<file path="src/rtl/lis_ram.sv">
// Generic simple dual-port RAM: one write port, one read port, registered read.
// No dependencies.
module lis_ram #(
   parameter int WIDTH = 32,
   parameter int DEPTH = 64
) (
   input  logic                     clock,
   input  logic                     wr_en,
   input  logic [$clog2(DEPTH)-1:0] wr_addr,
   input  logic [WIDTH-1:0]         wr_data,
   input  logic [$clog2(DEPTH)-1:0] rd_addr,
   output logic [WIDTH-1:0]         rd_data
);

   logic [WIDTH-1:0] mem_ff [DEPTH];

   always_ff @(posedge clock) begin
      if (wr_en) begin
         mem_ff[wr_addr] <= wr_data;
      end
      rd_data <= mem_ff[rd_addr];
   end

endmodule

</file>
<file path="config.mk">
export PLATFORM = sky130hd
export DESIGN_NAME = lis_ram
export DESIGN_NICKNAME = d
export VERILOG_FILES = /design/src/rtl/lis_ram.sv
export SDC_FILE = /design/constraint.sdc
export NUM_CORES = 2
export LEC_CHECK = 0
export BUFFER_PORTS_ARGS = -buffer_cell sky130_fd_sc_hd__buf_2
export CORE_MARGIN = 2
export CORE_UTILIZATION = 62
export CTS_BUF_LIST = sky130_fd_sc_hd__clkbuf_4 sky130_fd_sc_hd__clkbuf_8
export CTS_CLUSTER_SIZE = 28
export DETAILED_ROUTE_END_ITERATION = 8
export PLACE_DENSITY_LB_ADDON = 0.05
export SYNTH_ARGS = -nofsm -noshare
export SYNTH_HDL_FRONTEND = slang
export SYNTH_SLANG_ARGS = --single-unit
</file>
<file path="constraint.sdc">
create_clock -name clock -period 4.4 [get_ports clock]
set_input_delay 0.44 -clock clock [delete_from_list [all_inputs] [get_ports clock]]
set_output_delay 0.44 -clock clock [all_outputs]
set_load 0.03 [all_outputs]
</file>
After elaboration in Yosys (flattened, before gate mapping)
Memory sizes are Yosys's and may differ from the RTL's. A register that Yosys moved wholly into a read port is not among the register bits.
Index checks and enable logic that the tools add are counted.
W data, S select, Z words.
{"block": "totals", "register_bits": 0, "ram_bits": 2048, "out_inout_bits": 32, "wordCells": 3, "memories": 1}
{"name": "mem_ff", "depth": 64, "word_bits": 32, "read_ports": 1, "rd_ports_with_merged_regs": 1, "wr": 1, "line": "15", "source": "logic [WIDTH-1:0] mem_ff [DEPTH];"}
{"block": "op_classes", "n_mux": 2}
{"cell": "$mux W1", "count": 2}

Depth between registers and ports, before layout
{"block": "logic_depth", "word_depth": 2, "ltp_mapped": 10, "depth_no_buf": 5}

Least setup slack after synthesis
Ideal clock, no wire load.
{"block": "synth_timing", "path_type": "input to register", "start": "input wr_addr[3]", "end": "memory mem_ff[48][0] (enable)", "arrival_ns": 3.139, "slack_ns": 0.800, "cell_stages": 4, "n_path_buf": 1, "cell_sequence": "clkbuf_1 -> nor2b_1 -> nand4b_1 -> nor3_1"}
{"element": "from (decl)", "line": "9", "source": "input logic [$clog2(DEPTH)-1:0] wr_addr,"}
{"element": "to (decl)", "line": "15"}
Straight into the memory's write port.

Final worst setup path
{"block": "layout_timing", "start": "input wr_addr[1]", "end": "memory mem_ff[59][1] (enable)"}
Straight into the memory's write port.

==> flow_summary_export.csv <==
group,metric,value,unit
timing,period_share,65.70,%
run,max_cap_viol_count,0,
cts,htreeDepth,5,
place,place_worst_setup_slack,0.8053,ns
synth,yosysWarnings,0,
synth,synth_top_cell_by_area,"edfxtp_1",
pwr,power_density,449.6,nW/um^2
synth,synth_edf_count,2048,
floorplanning,ios,78,
detailed_routing,detail_route.first_pass.iterations,5,
synth,post-synth-top-count-cell,"edfxtp_1",
layout,fillers,7454,
layout,seqCellArea,62140,um^2
critical_path,start_kind,"primary input",
timing,tns,0,ns
synth,synth.area.top_cells,"edfxtp_1, mux4_2, mux2i_1, dfxtp_1, o22ai_1",
floorplanning,die-area,129500,um^2
pwr,max-vdd-ir-drop,0.3929,mV
timing,clock.fmax,345.9,MHz
floorplanning,start_util,62.53,%
layout,synthToLayoutAreaGrowth,12.58,%
detailed_routing,viasPerCell,6.790,
layout,final_nets,3785,
timing,rsz0062_at_grt,"no",
critical_path,crit_end,"mem_ff[59][1]",
cts,clock_path_buffers,4,
layout,layout-drive-gt1-share,34.61,%
synth,synth_fp_nets,3370,
cts,clock_sinks,2080,
critical_path,reg2reg_depth,5,
detailed_routing,wl_per_cell,35.01,um
cts,clk_pin_slew,0.06,ns
critical_path,cp.arrival,3.61,ns
place,routabilityCongestion,0.8339,
place,dpl.hpwl,111.8,mm
timing,hold_viol_final,0,
synth,synth_cells,3324,
detailed_routing,drt_iter0_drc,5564,
place,placed_cells,5045,
synth,yosys.area.top_type_share,78.33,%
synth,synth_seq_area_share,79.14,%
floorplanning,die_h,359.9,um
layout,fin_cells,5627,
timing,setup_ws,1.509,ns
global_routing,grt_pass1_wl,279.9,mm
cts,clkLatencyLatePin,1.02,ns
timing,maxSlewHeadroom,16.32,%
global_routing,antenna_found_initial,18,
floorplanning,dieWidth,359.9,um
critical_path,reg2reg_from,"mem_ff[42][11]",
critical_path,path_max_fanout,22,
critical_path,cp.required,5.11,ns
floorplanning,row_count,130,
synth,ys_async_sr_fraction,0,%
global_routing,grt-ovfl-total,0,
cts,cts_tree,"yes",
synth,synthesis.area,78520,um^2
critical_path,regToRegSetupSlack,2.00,ns
timing,finalClockSkew,0.05078,ns
global_routing,grt_pass1_vias,38782,
detailed_routing,drc,0,
hold_path,min_path_type,"primary input to flop",
global_routing,grt_max_degree,91,
synth,netlist_top_cells_count,"edfxtp_1, mux4_2, nor2_1, mux2i_1, o22ai_1",
synth,syn_avg_cell_area,23.62,um^2
status,outcome,"completed",
place,io_buffer_count,77,
detailed_routing,antenna_left,0,
timing,slew_violations,0,
synth,synth_ff_type,"edfxtp_1",
critical_path,worstSetupEndpointType,"flop",
synth,synth_cell_type_count,34,
critical_path,r2r_end,"rd_data[11]",
layout,multi_input_area,15970,um^2
detailed_routing,drt_wl_total,197.0,mm
detailed_routing,vias,38206,
timing,tightest_slew,1.255,ns
timing,layout_min_cycle_time,2.891,ns
synth,ys_ff_latch,2080,
floorplanning,core,125600,um^2
critical_path,critical_path_class,"primary input to flop",
timing,setup-violations-final,0,
critical_path,crit_start,"wr_addr[1]",
pwr,leakage,27.98,nW
cts,cts_root_buf,"clkbuf_8",
cts,cts_buffers,338,
cts,cts_setup_buffers,0,
global_routing,track_usage,31.06,%
## sequential cells by signal (all words and copies together) (netlist names)
register	flops
rd_data	32
mem_ff	2048
## worst min path at each step
| stage | start | to | slack, ns | cells after the start |
|---|---|---|---|---|
| 2_1_floorplan | wr_data[0] | mem_ff[0][0] | 0.54 | 0 |
| 3_3_place_gp | mem_ff[12][4] | rd_data[4] | 0.75 | 4 |
| 3_5_place_dp | mem_ff[12][8] | rd_data[8] | 0.76 | 4 |
| 4_1_cts | wr_data[3] | mem_ff[6][3] | 0.02 | 2 |
| 5_1_grt | wr_data[3] | mem_ff[6][3] | 0.06 | 2 |
| 6_report | wr_data[2] | mem_ff[34][2] | 0.1 | 2 |
## layout by cell type, fill, tap and decap left out, types with 5 or more instances in the layout
master,n
clkinv_2,36
buf_4,158
nand3_1,5
nor2_4,62
a311oi_1,8
buf_12,19
clkbuf_8,352
nand2_1,26
mux2i_1,93
clkinv_1,63
mux4_2,544
a22oi_1,12
a21oi_1,62
diode_2,7
clkbuf_4,115
nor3_1,5
edfxtp_1,2048
buf_2,73
nand3b_1,5
o221ai_1,27
nor2_1,75
dfxtp_1,32
o22ai_1,84
nand2b_1,7
nor2b_1,15
## stage by stage
step	hold slack [ns]	cell area (um^2)	total power [mW]	utilization, %
final	0.09639	88390	39.74	70.39
after global routing	0.06411	88380	40.93	70.38
after CTS	0.02451	88370	39.95	70.38
after detailed placement	0.7565	82150	24.57	65.42
after global placement	0.7461	82150	24.51	65.42
after floorplan	0.5389	78520	23.55	-
## worst max-delay path, stage by stage
cell	delay, ns
dlygate4sd3_1	0.68
buf_2	0.28
nor2b_1	0.19
nand3_1	0.61
nor2_4	1.04
buf_4	0.33
## timing repair
action	in CTS	in global routing
hold buffers	4	0
endpoints found under the setup margin	0	0
gates resized for setup	0	0
hold endpoints to repair	59	0
## kinds of logic after synthesis
family | count (synthesis) | share of synthesized area (%)
mux | 637 | 16.79
compound gates | 202 | 1.673
flops | 2080 | 79.14
simple gates | 223 | 1.265
buf+inv | 182 | 1.128
## area by class of cell
class / instances / area share [%]
diodes: 7 / 0.01982
clock buffers: 467 / 6.458
clock inverters: 104 / 0.5407
multi-input cells: 1062 / 18.06
flip-flops and latches: 2080 / 70.30
well taps: 1650 / 2.336
repair buffers: 257 / 2.282
## routing by layer
layer / vias up / wire, um / track usage, %
li1: 15137 / - / -
met1: 20375 / 76040 / 45.64
met2: 2322 / 93630 / 47.41
met3: 348 / 22080 / 7.666
met4: 24 / 5081 / 9.211
met5: - / 195 / 0
## power breakdown
group	leakage, nW	total (mW)	internal, mW	switching (mW)
logic	5.97	2.10	0.755	1.34
registers	18.7	22.1	21.9	0.114
clock network	3.32	15.6	8.38	7.20
total	28.0	39.7	31.1	8.66
No activity file was read; power rests on OpenSTA's default activity.
